File: config.mk
export PLATFORM = sky130hd
export DESIGN_NAME = rpt_cell
export DESIGN_NICKNAME = d
export VERILOG_FILES = /design/src/rtl/rpt_pkg.sv /design/src/rtl/rpt_cell.sv
export SDC_FILE = /design/constraint.sdc
export NUM_CORES = 1
export LEC_CHECK = 0
export BUFFER_PORTS_ARGS = -buffer_cell sky130_fd_sc_hd__buf_4
export CAP_MARGIN = 20
export CORE_MARGIN = 2
export CORE_UTILIZATION = 56
export DETAILED_ROUTE_END_ITERATION = 16
export PLACE_DENSITY = 0.79
export SYNTH_ARGS = -nofsm -noshare
export SYNTH_HDL_FRONTEND = slang
export SYNTH_SLANG_ARGS = --single-unit
File: constraint.sdc
create_clock -name aclk -period 22.4 [get_ports aclk]
set_input_delay 6.72 -clock aclk [delete_from_list [all_inputs] [get_ports aclk]]
set_output_delay 6.72 -clock aclk [all_outputs]
set_load 0.02 [all_outputs]
File: src/rtl/rpt_pkg.sv
// ============================================================================
// Region profile table package
// Request codes, status codes, field layout and the cell bus types.
// ============================================================================
package rpt_pkg;

    localparam int MAX_SLOTS_DEF = 16;

    localparam int KIND_W     = 3;
    localparam int REGION_W   = 16;
    localparam int SLOT_IDX_W = 4;
    localparam int TICK_W     = 32;
    localparam int DUR_W      = 31;
    localparam int USED_W     = 5;
    localparam int STATUS_W   = 3;

    // Request kinds.
    localparam logic [KIND_W-1:0] K_TICK  = 3'd0;
    localparam logic [KIND_W-1:0] K_START = 3'd1;
    localparam logic [KIND_W-1:0] K_STOP  = 3'd2;
    localparam logic [KIND_W-1:0] K_READ  = 3'd3;
    localparam logic [KIND_W-1:0] K_CLEAR = 3'd4;

    // Result status codes.
    localparam logic [STATUS_W-1:0] ST_OK       = 3'd0;
    localparam logic [STATUS_W-1:0] ST_NULL     = 3'd1;
    localparam logic [STATUS_W-1:0] ST_NOTFOUND = 3'd2;
    localparam logic [STATUS_W-1:0] ST_FULL     = 3'd3;
    localparam logic [STATUS_W-1:0] ST_UNUSED   = 3'd4;

    // Stream widths.
    localparam int S_TDATA_W = 24;
    localparam int M_TDATA_W = 160;

    // Result field offsets inside m_tdata.
    localparam int O_STATUS = 0;
    localparam int O_SLOT   = O_STATUS + STATUS_W;
    localparam int O_REGION = O_SLOT + SLOT_IDX_W;
    localparam int O_CALLS  = O_REGION + REGION_W;
    localparam int O_TOTAL  = O_CALLS + TICK_W;
    localparam int O_DUR    = O_TOTAL + TICK_W;
    localparam int O_USED   = O_DUR + DUR_W;
    localparam int O_TICK   = O_USED + USED_W;
    localparam int O_END    = O_TICK + TICK_W;

    // Command broadcast from the controller to every cell.
    typedef struct packed {
        logic [KIND_W-1:0]     kind;
        logic [REGION_W-1:0]   region_id;
        logic [SLOT_IDX_W-1:0] slot_index;
        logic [TICK_W-1:0]     tick;
        logic                  fire;
        logic                  alloc;
    } rpt_cmd_t;

    // Report from one cell; all zero unless the cell is selected.
    typedef struct packed {
        logic                sel;
        logic [REGION_W-1:0] region;
        logic [TICK_W-1:0]   calls;
        logic [TICK_W-1:0]   total;
        logic [DUR_W-1:0]    dur;
    } rpt_rep_t;

endpackage

File: src/rtl/rpt_cell.sv
// ============================================================================
// Region profile table cell
// One table slot: match against the request, allocate from the free head,
// and update entry tick, duration, call count and total in place.
// ============================================================================
module rpt_cell #(
    parameter int IDX = 0
) (
    input  logic              aclk,
    input  logic              aresetn,
    input  rpt_pkg::rpt_cmd_t cmd_i,
    input  logic              prev_valid_i,
    output logic              valid_o,
    output logic              hit_o,
    output rpt_pkg::rpt_rep_t rep_o
);
    import rpt_pkg::*;

    localparam bit IDX_OK = (IDX < (1 << SLOT_IDX_W));
    localparam logic [SLOT_IDX_W-1:0] IDX_CODE = IDX[SLOT_IDX_W-1:0];

    logic                valid_reg, valid_next;
    logic [REGION_W-1:0] id_reg, id_next;
    logic [TICK_W-1:0]   entry_reg, entry_next;
    logic [DUR_W-1:0]    dur_reg, dur_next;
    logic [TICK_W-1:0]   calls_reg, calls_next;
    logic [TICK_W-1:0]   total_reg, total_next;

    logic                is_start, is_stop, is_read, is_clear;
    logic                hit, mine_new;
    logic [TICK_W-1:0]   diff;
    logic [DUR_W-1:0]    dur_meas;

    assign is_start = (cmd_i.kind == K_START);
    assign is_stop  = (cmd_i.kind == K_STOP);
    assign is_read  = (cmd_i.kind == K_READ);
    assign is_clear = (cmd_i.kind == K_CLEAR);

    // An allocated slot never holds id zero, so a null id cannot match.
    assign hit = valid_reg &&
                 (((is_start || is_stop) && (id_reg == cmd_i.region_id)) ||
                  (is_read && IDX_OK && (cmd_i.slot_index == IDX_CODE)));

    // The first free cell follows the last allocated neighbor.
    assign mine_new = cmd_i.alloc && prev_valid_i && !valid_reg;

    // Wrap-aware duration, clamped to zero when it points backward.
    assign diff     = cmd_i.tick - entry_reg;
    assign dur_meas = diff[TICK_W-1] ? '0 : diff[DUR_W-1:0];

    // Slot update.
    always_comb begin
        valid_next = valid_reg;
        id_next    = id_reg;
        entry_next = entry_reg;
        dur_next   = dur_reg;
        calls_next = calls_reg;
        total_next = total_reg;
        if (cmd_i.fire) begin
            if (is_clear) begin
                valid_next = 1'b0;
            end else if (mine_new) begin
                valid_next = 1'b1;
                id_next    = cmd_i.region_id;
                entry_next = cmd_i.tick;
                dur_next   = '0;
                calls_next = '0;
                total_next = '0;
            end else if (hit && is_start) begin
                entry_next = cmd_i.tick;
            end else if (hit && is_stop) begin
                dur_next   = dur_meas;
                calls_next = calls_reg + TICK_W'(1);
                total_next = total_reg + {1'b0, dur_meas};
            end
        end
    end

    always_ff @(posedge aclk) begin
        if (!aresetn) begin
            valid_reg <= 1'b0;
        end else begin
            valid_reg <= valid_next;
        end
        id_reg    <= id_next;
        entry_reg <= entry_next;
        dur_reg   <= dur_next;
        calls_reg <= calls_next;
        total_reg <= total_next;
    end

    // Report of the slot contents as they stand after this request.
    always_comb begin
        rep_o = '0;
        if (mine_new) begin
            rep_o.sel    = 1'b1;
            rep_o.region = cmd_i.region_id;
        end else if (hit) begin
            rep_o.sel    = 1'b1;
            rep_o.region = id_reg;
            if (is_stop) begin
                rep_o.calls = calls_reg + TICK_W'(1);
                rep_o.total = total_reg + {1'b0, dur_meas};
                rep_o.dur   = dur_meas;
            end else begin
                rep_o.calls = calls_reg;
                rep_o.total = total_reg;
                rep_o.dur   = dur_reg;
            end
        end
    end

    assign valid_o = valid_reg;
    assign hit_o   = hit;

endmodule

==> metrics.txt, run 1 <==
FF-to-FF setup slack=17.07 ns; Finished Cell Area=13130 µm²; Synth Area per Inst=8.653 µm²; Largest stage delay, worst path=0.40 ns; pwr/cell area=64.69 nW/µm²; Hold-fix buffers, CTS=0; PostCTS Resize Cnt=0; commonest non-fill, non-tap cell in the layout=buf_4; syn nets=1414; global-route wire length before repair=46.62 mm; status=completed; largest net degree at the start of global routing=98; via count=10020; Synth Flop Type=edfxtp_1; gr usage total=26.92%; # diodes=0; CTS sink count=144; Slew Limit Fails=0; drt pass-1 iters=6; core area=19530 µm²; register area share after synthesis=38.68%; hold path startpoint=valid_o; Register-to-Register Path Depth=21; Post-Synthesis Cells=1289; fin crit share=83.13%; Hold Fails Final Rpt=0; drt drc=0; most used cells in the layout excluding fill and tap cells=buf_4 (183), nand2_1 (174), edfxtp_1 (143); critical-path maximum fanout=29; die height=145.1 µm; number of cell rows=51; Cell variety after synth=75; Die ar.=21060 µm²; hold slack=0.6242 ns; Yosys reg bits=144; clock skew=0.008719 ns; Critical Path End Type=primary output; RSZ-0062 raised after global routing=no; Max H-tree Level=4; crit path DAT=11.90 ns; CTS Root Cell=clkbuf_16; Max Cap Viol=0; vias in the first global route=9273; initial antenna violation count=0; CTS buffer count=17; type of the worst setup path=input port to primary output; routed len/inst=17.23 µm; cell mode on critical path=a21oi_1; initial DRC count=896; maximum clock insertion buffer count=2; P_leak=0.005406 µW; vias per inst=5.913; Post-synth EDFFs=143; hold worst-path end=valid_o; post-CTS setup buffers=0; Max Freq=0.05370 GHz; final wirelength=29.21 mm; max_slew headroom=31.38%; clk_lat worst skew=0.42 ns; I/O pins=174; Critical R2R Launch=entry_reg[2]; Final nets=1542; Final Wtd Congestion=0.9572; Die W=145.1 µm; synthesis-to-finish area growth=17.70%; layout cells sized above 1=16.50%; Worst path slowest cell=o41ai_2; path category of the worst min-delay check=flip-flop to flip-flop; Slew @ Worst Pin=1.029 ns; DP Wirelength=20.91 mm; Starting Density=57.12%; crit path launch type=input port; grt ovf=0; CP Cell Sequence=buf_4 -> ha_1 -> a21oi_1 -> a21oi_1 -> o2111ai_1 -> a211oi_2 -> o41ai_2 -> xor2_2 -> buf_4 -> nor2_1 -> ha_1 -> fa_1 -> a21oi_1 -> o211ai_1 -> a21o_1 -> o21ai_0 -> o21ai_0 -> a211oi_1 -> xnor2_1 -> nand2_1 -> a21oi_1 -> buf_4; CTS tree=done; VDD IR max=0.05600 mV; fillers=1633; minimum clock period=18.62 ns; Antenna Nets Post-Route=0; DP Area=12580 µm²; final setup violation count=0; yosys warns=0; WP data required=15.68 ns; hold path depth=2; clk slew on worst S/H paths=0.06 ns; setup TNS=0 ns; Reg-to-Reg End=total_reg[26]; mapped cell area=11150 µm²; ys async rst share=0%; number of buffers added on ports=173
-- cells by family after synthesis --
kind of cell             synth area share (%)
XOR/XNOR                                9.659
flip-flops                              38.68
AO/OA/AOI/OAI                           17.42
buffers and inverters                   4.700
adder cells (fa/ha/maj)                 7.427
AND/OR/NAND/NOR                         22.11
-- worst max-delay path: cells and delay by family --
| family | cells | cell delay [ns] |
|---|---|---|
| adders and majority gates | 3 | 0.98 |
| AOI/OAI and AO/OA | 12 | 3.03 |
| and+or+nand+nor | 2 | 0.17 |
| xor gates and xnor gates | 2 | 0.33 |
| buffers and inverters | 3 | 0.65 |
-- per-layer routing --
metal / up-vias / share of wire [%] / track usage (%)
met5: - / 0 / 0
met4: 0 / 3.2 / 9.608
met3: 53 / 7.9 / 4.560
met2: 455 / 47 / 43.76
met1: 4664 / 42 / 36.46
li1: 4850 / - / -
-- layout make-up --
cell class	instances	area (µm²)	area share, %
clock buffers	17	425.4	3.241
clock inverters	15	120.1	0.9150
inverters	54	202.7	1.544
multi-input cells	1017	6360	48.45
flip-flops and latches	144	4314	32.86
well taps	265	331.6	2.526
repair buffers	183	1374	10.47
-- Yosys cell counts, types with 4 or more instances --
| master | count | area, µm² |
|---|---|---|
| a211oi_1 | 12 | 90.09 |
| a21o_1 | 22 | 165.2 |
| a21oi_1 | 124 | 620.6 |
| a22o_1 | 16 | 140.1 |
| a31oi_1 | 6 | 37.54 |
| and2_1 | 45 | 281.5 |
| and3_1 | 25 | 156.4 |
| and4_1 | 7 | 61.31 |
| buf_1 | 5 | 18.77 |
| buf_2 | 8 | 40.04 |
| clkbuf_1 | 53 | 198.9 |
| edfxtp_1 | 143 | 4294 |
| ha_1 | 63 | 788.3 |
| inv_1 | 53 | 198.9 |
| nand2_1 | 174 | 653.1 |
| nand2b_1 | 7 | 43.79 |
| nand3_1 | 35 | 175.2 |
| nand4_1 | 23 | 143.9 |
| nor2_1 | 140 | 525.5 |
| nor2b_1 | 8 | 50.05 |
| nor3_1 | 21 | 105.1 |
| nor4_1 | 6 | 37.54 |
| o211ai_1 | 4 | 30.03 |
| o21a_1 | 6 | 45.04 |
| o21ai_0 | 51 | 255.2 |
| o21ai_1 | 7 | 35.03 |
| o21bai_1 | 8 | 60.06 |
| o22ai_1 | 11 | 68.82 |
| or3_1 | 14 | 87.58 |
| xnor2_1 | 52 | 455.4 |
| xor2_1 | 71 | 621.9 |
-- how the worst max path moves through the flow --
stage                     startpoint         to  slack [ns]  cells past startpoint
after floorplan            cmd_i[22]  rep_o[59]        4.63                     22
after global placement      cmd_i[4]  rep_o[59]        4.00                     22
after CTS                   cmd_i[4]  rep_o[59]        3.85                     22
after detailed placement    cmd_i[4]  rep_o[59]        3.95                     22
after global routing       cmd_i[12]  rep_o[59]        3.40                     22
final                       cmd_i[4]  rep_o[59]        3.78                     22
-- power by group --
part | internal, µW | total, µW | switching (µW)
clock network | 152 | 268 | 116
logic | 101 | 257 | 156
registers | 318 | 324 | 6.46
-- through the flow --
stage	total power [µW]	utilization (%)	setup slack (ns)	std cells
floorplan	519.4	-	4.629	1289
global placement	574.6	64.44	4.001	1663
detailed placement	581.3	64.44	3.952	1663
CTS	848.4	67.23	3.855	1695
global route	891.7	67.23	3.397	1695
finish	849.2	67.23	3.779	1695
Note: power is estimated with default switching activity, not from simulation.
==> run 2, diff against run 1 <==
--- a/config.mk
+++ b/config.mk
@@ -8,9 +8,9 @@
 export BUFFER_PORTS_ARGS = -buffer_cell sky130_fd_sc_hd__buf_4
 export CAP_MARGIN = 20
 export CORE_MARGIN = 2
-export CORE_UTILIZATION = 56
+export CORE_UTILIZATION = 53
 export DETAILED_ROUTE_END_ITERATION = 16
-export PLACE_DENSITY = 0.79
+export PLACE_DENSITY = 0.78
 export SYNTH_ARGS = -nofsm -noshare
 export SYNTH_HDL_FRONTEND = slang
 export SYNTH_SLANG_ARGS = --single-unit
==> constraint.sdc (replaced) <==
create_clock -name aclk -period 15.6 [get_ports aclk]
set_input_delay 4.68 -clock aclk [delete_from_list [all_inputs] [get_ports aclk]]
set_output_delay 4.68 -clock aclk [all_outputs]
set_load 0.02 [all_outputs]
==> metrics.txt, run 2 (same netlist as run 1, synthesis figures left out) <==
status=completed; final setup violation count=0 (unchanged); path category of the worst min-delay check=flip-flop to flip-flop; CTS buffer count=17 (unchanged); die height=149.1 µm (+2.7%); WP buf/inv=3 (unchanged); crit path launch type=input port; crit-path leading delay family=compound AO/OA/AOI/OAI gates; Die W=149.1 µm (+2.7%); Largest stage delay, worst path=0.67 ns (+0.27 ns); clk_lat worst skew=0.42 ns (about the same); fin crit share=95.50%; Register-to-Register Path Depth=20 (-4.8%); commonest non-fill, non-tap cell in the layout=buf_4; PnR worst setup slack=0.7022 ns (-3.076 ns); RSZ-0062 raised after global routing=no; clock skew=0.008480 ns (-0.0002387 ns); Max H-tree Level=4 (unchanged); critical-path maximum fanout=20 (-31%); WP data required=10.92 ns (-4.76 ns); crit path DAT=10.22 ns (-1.68 ns); vias in the first global route=9053 (-2.4%); layout cells sized above 1=16.63% (+0.13 points); CP Cell Sequence=buf_4 -> ha_1 -> a21oi_1 -> a21oi_1 -> o2111ai_1 -> a211oi_2 -> o41ai_2 -> xor2_2 -> buf_4 -> nor2_1 -> ha_1 -> nand4_1 -> a2111oi_0 -> o21ai_1 -> o21ai_0 -> a21oi_1 -> or3_1 -> a21oi_1 -> buf_4; cell mode on critical path=a21oi_1; hold path startpoint=valid_o; VDD IR max=0.08198 mV (+46%); CTS sink count=144 (unchanged); post-CTS setup buffers=0 (unchanged); grt ovf=0 (unchanged); Hold Fails Final Rpt=0 (unchanged); final wirelength=27.88 mm (-4.6%); global-route wire length before repair=44.49 mm (-4.6%); FF-to-FF setup slack=10.01 ns (-7.06 ns); Reg-to-Reg End=total_reg[26]; clk slew on worst S/H paths=0.06 ns (about the same); CTS tree=done; Final Wtd Congestion=0.8994 (-6.0%); Slew Limit Fails=0 (unchanged); Hold-fix buffers, CTS=0 (unchanged); Max Cap Viol=0 (unchanged); Antenna Nets Post-Route=0 (unchanged); Worst path slowest cell=a2111oi_0; number of buffers added on ports=173 (unchanged); pre-CTS setup slack=0.7822 ns (-3.170 ns); type of the worst setup path=input port to primary output; most used cells in the layout excluding fill and tap cells=buf_4 (184), nand2_1 (174), edfxtp_1 (143); I/O pins=174 (unchanged); routed len/inst=16.34 µm (-5.2%); fillers=1782 (+9.1%); max_slew headroom=31.98% (+0.60 points); hold worst-path end=valid_o; Critical Path End Type=primary output; gr usage total=24.89% (-2.0 points); DP Wirelength=20.14 mm (-3.7%); PostCTS Resize Cnt=0 (unchanged); Critical R2R Launch=entry_reg[2]; # diodes=0 (unchanged); core area=20820 µm² (+6.6%); drt drc=0 (unchanged); CTS Root Cell=clkbuf_16; Starting Density=53.56% (-3.6 points); initial DRC count=787 (-12%); vias per inst=5.759 (-2.6%); drt pass-1 iters=5 (-1); Die ar.=22220 µm² (+5.5%); Max Freq=0.06712 GHz; number of cell rows=53 (+3.9%); via count=9825 (-2.0%); Slew @ Worst Pin=1.020 ns (-0.009036 ns); hold path depth=2 (unchanged); pwr/cell area=91.95 nW/µm² (+42%); initial antenna violation count=0 (unchanged); non-filler cells, final=1706 (+0.65%); maximum clock insertion buffer count=2 (unchanged); synthesis-to-finish area growth=17.88%; post-placement cell count=1674 (+0.66%); Final nets=1543 (+0.065%); P_leak=0.005409 µW (about the same); minimum clock period=14.90 ns; setup TNS=0 ns (unchanged); largest net degree at the start of global routing=98 (unchanged)
==> run 2: cell types whose count changed in the layout (fill, tap and decap cells not counted) <==
| cell | delta |
|---|---|
| clkinvlp_4 | +1 |
| clkinv_2 | +1 |
| inv_6 | -1 |
| clkinv_1 | -1 |
| buf_4 | +1 |
==> run 2: layer usage <==
metal	GRT usage (%)	share of wire [%]	vias to the layer above	wire length, µm
met2	41.41	47	386	13030
met5	0	0	-	0
met4	7.905	2.1	0	582
li1	-	-	4844	-
met1	33.82	44	4549	12170
met3	3.333	7.5	46	2102
==> run 2: where the power goes <==
part / switching, µW / internal, µW / leakage (µW)
logic: 216 / 145 / 0.00382
registers: 9.13 / 456 / 0.00134
clock network: 165 / 217 / 0.000254
==> run 2: how the worst max path moves through the flow <==
stage              start   endpoint  slack (ns)  cells after the start
5_1_grt         cmd_i[4]  rep_o[62]        0.31                     19
3_3_place_gp    cmd_i[4]  rep_o[62]        0.96                     20
4_1_cts         cmd_i[4]  rep_o[62]        0.74                     19
3_5_place_dp    cmd_i[4]  rep_o[62]        0.78                     19
2_1_floorplan  cmd_i[22]  rep_o[59]        1.91                     22
6_report        cmd_i[4]  rep_o[62]        0.70                     19
==> run 2: area by class of cell <==
| cell class | count | area [µm²] | area share (%) |
|---|---|---|---|
| tap | 275 | 344.1 | 2.617 |
| sequential | 144 | 4314 | 32.81 |
| multi-input combinational | 1017 | 6360 | 48.37 |
| inverter | 54 | 202.7 | 1.542 |
| timing repair buffer | 184 | 1381 | 10.51 |
| clock buffer | 17 | 425.4 | 3.236 |
| clock inverter | 15 | 120.1 | 0.9136 |
==> run 2: worst min-delay path, stage by stage, from the launching register on <==
cell and delay [ns]:
dfxtp_1 0.38, a21oi_1 0.14, nor2_1 0.05
==> run 2: metrics by stage <==
| step | util (%) | power (µW) | hold WS (ns) | area [µm²] |
|---|---|---|---|---|
| 2_1_floorplan | - | 745.8 | 0.5881 | 11150 |
| 6_report | 63.14 | 1209 | 0.6133 | 13150 |
| 4_1_cts | 63.14 | 1209 | 0.6129 | 13150 |
| 3_3_place_gp | 60.52 | 819.7 | 0.5974 | 12600 |
| 5_1_grt | 63.14 | 1271 | 0.6613 | 13150 |
| 3_5_place_dp | 60.52 | 828.8 | 0.6036 | 12600 |
==> run 3, diff against run 2 <==
--- a/config.mk
+++ b/config.mk
@@ -11,6 +11,7 @@
 export CORE_UTILIZATION = 53
 export DETAILED_ROUTE_END_ITERATION = 16
 export PLACE_DENSITY = 0.78
+export RECOVER_POWER = 50
 export SYNTH_ARGS = -nofsm -noshare
 export SYNTH_HDL_FRONTEND = slang
 export SYNTH_SLANG_ARGS = --single-unit
==> metrics.txt, run 3 (same netlist as run 1, synthesis figures left out) <==
global route hottest layer=met2; grt ovf=0 (unchanged); crit path launch type=input port; CTS sink count=144 (unchanged); Starting Density=53.56% (unchanged); Post-Route Utilization=62.25% (-0.89 points); clk slew on worst S/H paths=0.06 ns (about the same); core area=20820 µm² (unchanged); fillers=1840 (+3.3%); Hold-fix buffers, CTS=0 (unchanged); die height=149.1 µm (unchanged); Slew @ Worst Pin=3.400 ns (+2.380 ns); FF-to-FF setup slack=9.93 ns (-0.08 ns); Max Cap Viol=4 (+4); clock skew=0.008358 ns (-0.0001223 ns); drt pass-1 iters=5 (unchanged); Critical R2R Launch=entry_reg[2]; drt drc=0 (unchanged); Slew Limit Fails=182 (+182); max_slew headroom=-126.7% (-160 points); status=finished with violations; PostCTS Resize Cnt=0 (unchanged); Die ar.=22220 µm² (unchanged); # diodes=0 (unchanged); maximum clock insertion buffer count=2 (unchanged); M1 GR Usage=33.82% (unchanged); hold path startpoint=valid_o; CTS buffer count=17 (unchanged); largest net degree at the start of global routing=98 (unchanged); post-CTS setup buffers=0 (unchanged); final setup violation count=0 (unchanged); Critical Path End Type=primary output; commonest non-fill, non-tap cell in the layout=nand2_1; Tot Pwr=1204 µW (-0.44%); number of cell rows=53 (unchanged); Antenna Nets Post-Route=0 (unchanged); vias per inst=5.746 (-0.23%); type of the worst setup path=input port to primary output; Max Freq=0.06726 GHz (+0.20%); P_leak=0.005230 µW (-3.3%); minimum clock period=14.87 ns (-0.02899 ns); via count=9802 (-0.23%); fin crit share=95.31% (-0.19 points); layout cells sized above 1=13.21% (-3.4 points); Final nets=1543 (unchanged); Max H-tree Level=4 (unchanged); met3 usage=3.333% (unchanged); non-filler cells, final=1706 (unchanged); clk_lat worst skew=0.42 ns (about the same); gr usage total=24.89% (unchanged); Crit. Startpoint=cmd_i[4]; WP data required=10.92 ns (about the same); Die W=149.1 µm (unchanged); pwr/cell area=92.85 nW/µm² (+0.98%); I/O pins=174 (unchanged); CTS tree=done; CTS Root Cell=clkbuf_16; most used cells in the layout excluding fill and tap cells=nand2_1 (174), edfxtp_1 (143), nor2_1 (138); hold path depth=2 (unchanged); setup TNS=0 ns (unchanged); post-placement cell count=1674 (unchanged); Reg-to-Reg End=total_reg[26]; Final Wtd Congestion=0.8994 (unchanged); global-route wire length before repair=44.49 mm (unchanged); Register-to-Register Path Depth=20 (unchanged); hold worst-path end=valid_o; critical-path maximum fanout=20 (unchanged); DP Wirelength=20.14 mm (unchanged); crit path DAT=10.19 ns (-0.03 ns); number of buffers added on ports=173 (unchanged); path category of the worst min-delay check=flip-flop to flip-flop; initial DRC count=729 (-7.4%); failing checks=max-capacitance violations, max-slew violations; routed len/inst=16.33 µm (about the same); vias in the first global route=9053 (unchanged); initial antenna violation count=0 (unchanged); synthesis-to-finish area growth=16.22%; RSZ-0062 raised after global routing=no; Hold Fails Final Rpt=0 (unchanged); met2 usage=41.41% (unchanged); VDD IR max=0.08178 mV (-0.24%); final wirelength=27.86 mm (about the same)
run 3: cell count changes in the layout (fill, tap and decap cells not counted), sizes merged:
cell / change
clkbuf: +55
buf: -55
run 3: where the power goes:
group          switching, µW  internal (µW)  leakage (µW)
clock network            164            217      0.000254
logic                    216            141       0.00364
registers               9.17            457       0.00134
total                    389            815       0.00523
run 3: metal layers:
| layer | vias to the layer above | share of wire [%] | routed length [µm] |
|---|---|---|---|
| met1 | 4562 | 44 | 12260 |
| met3 | 45 | 7.0 | 1951 |
| met4 | 0 | 2.0 | 567 |
| met2 | 343 | 47 | 13080 |
| li1 | 4852 | - | - |
| met5 | - | 0 | 0 |
run 3: cell type report:
class	instances	area, µm²	area share (%)
multi-input cells	1017	6355	49.03
clock inverters	15	120.1	0.9266
flip-flops and latches	144	4314	33.28
clock buffers	17	425.4	3.282
repair buffers	184	1201	9.266
well taps	275	344.1	2.654
inverters	54	202.7	1.564
run 3: worst max-delay path: stages:
cell and delay [ns]:
clkbuf_1 0.09, ha_1 0.36, a21oi_1 0.21, a21oi_1 0.14
o2111ai_1 0.39, a211oi_1 0.18, o41ai_2 0.54, xor2_2 0.43
buf_4 0.33, nor2_1 0.10, ha_1 0.43, nand4_1 0.25
a2111oi_0 0.66, o21ai_1 0.24, o21ai_0 0.24, a21oi_1 0.13
or3_1 0.31, a21oi_1 0.25, buf_4 0.20
run 3: per-stage QoR:
stage               instance area [µm²]  setup WS (ns)  hold WS, ns
floorplan                         11150          1.909       0.5881
global placement                  12600         0.9635       0.5974
detailed placement                12600         0.7822       0.6036
CTS                               13150         0.7412       0.6129
global route                      12960         0.3167       0.6648
finish                            12960         0.7312       0.6134
run 3: how the worst max path moves through the flow:
stage                            to  cells past startpoint
final                     rep_o[62]                     19
after global routing      rep_o[62]                     19
after CTS                 rep_o[62]                     19
after detailed placement  rep_o[62]                     19
after global placement    rep_o[62]                     20
after floorplan           rep_o[59]                     22
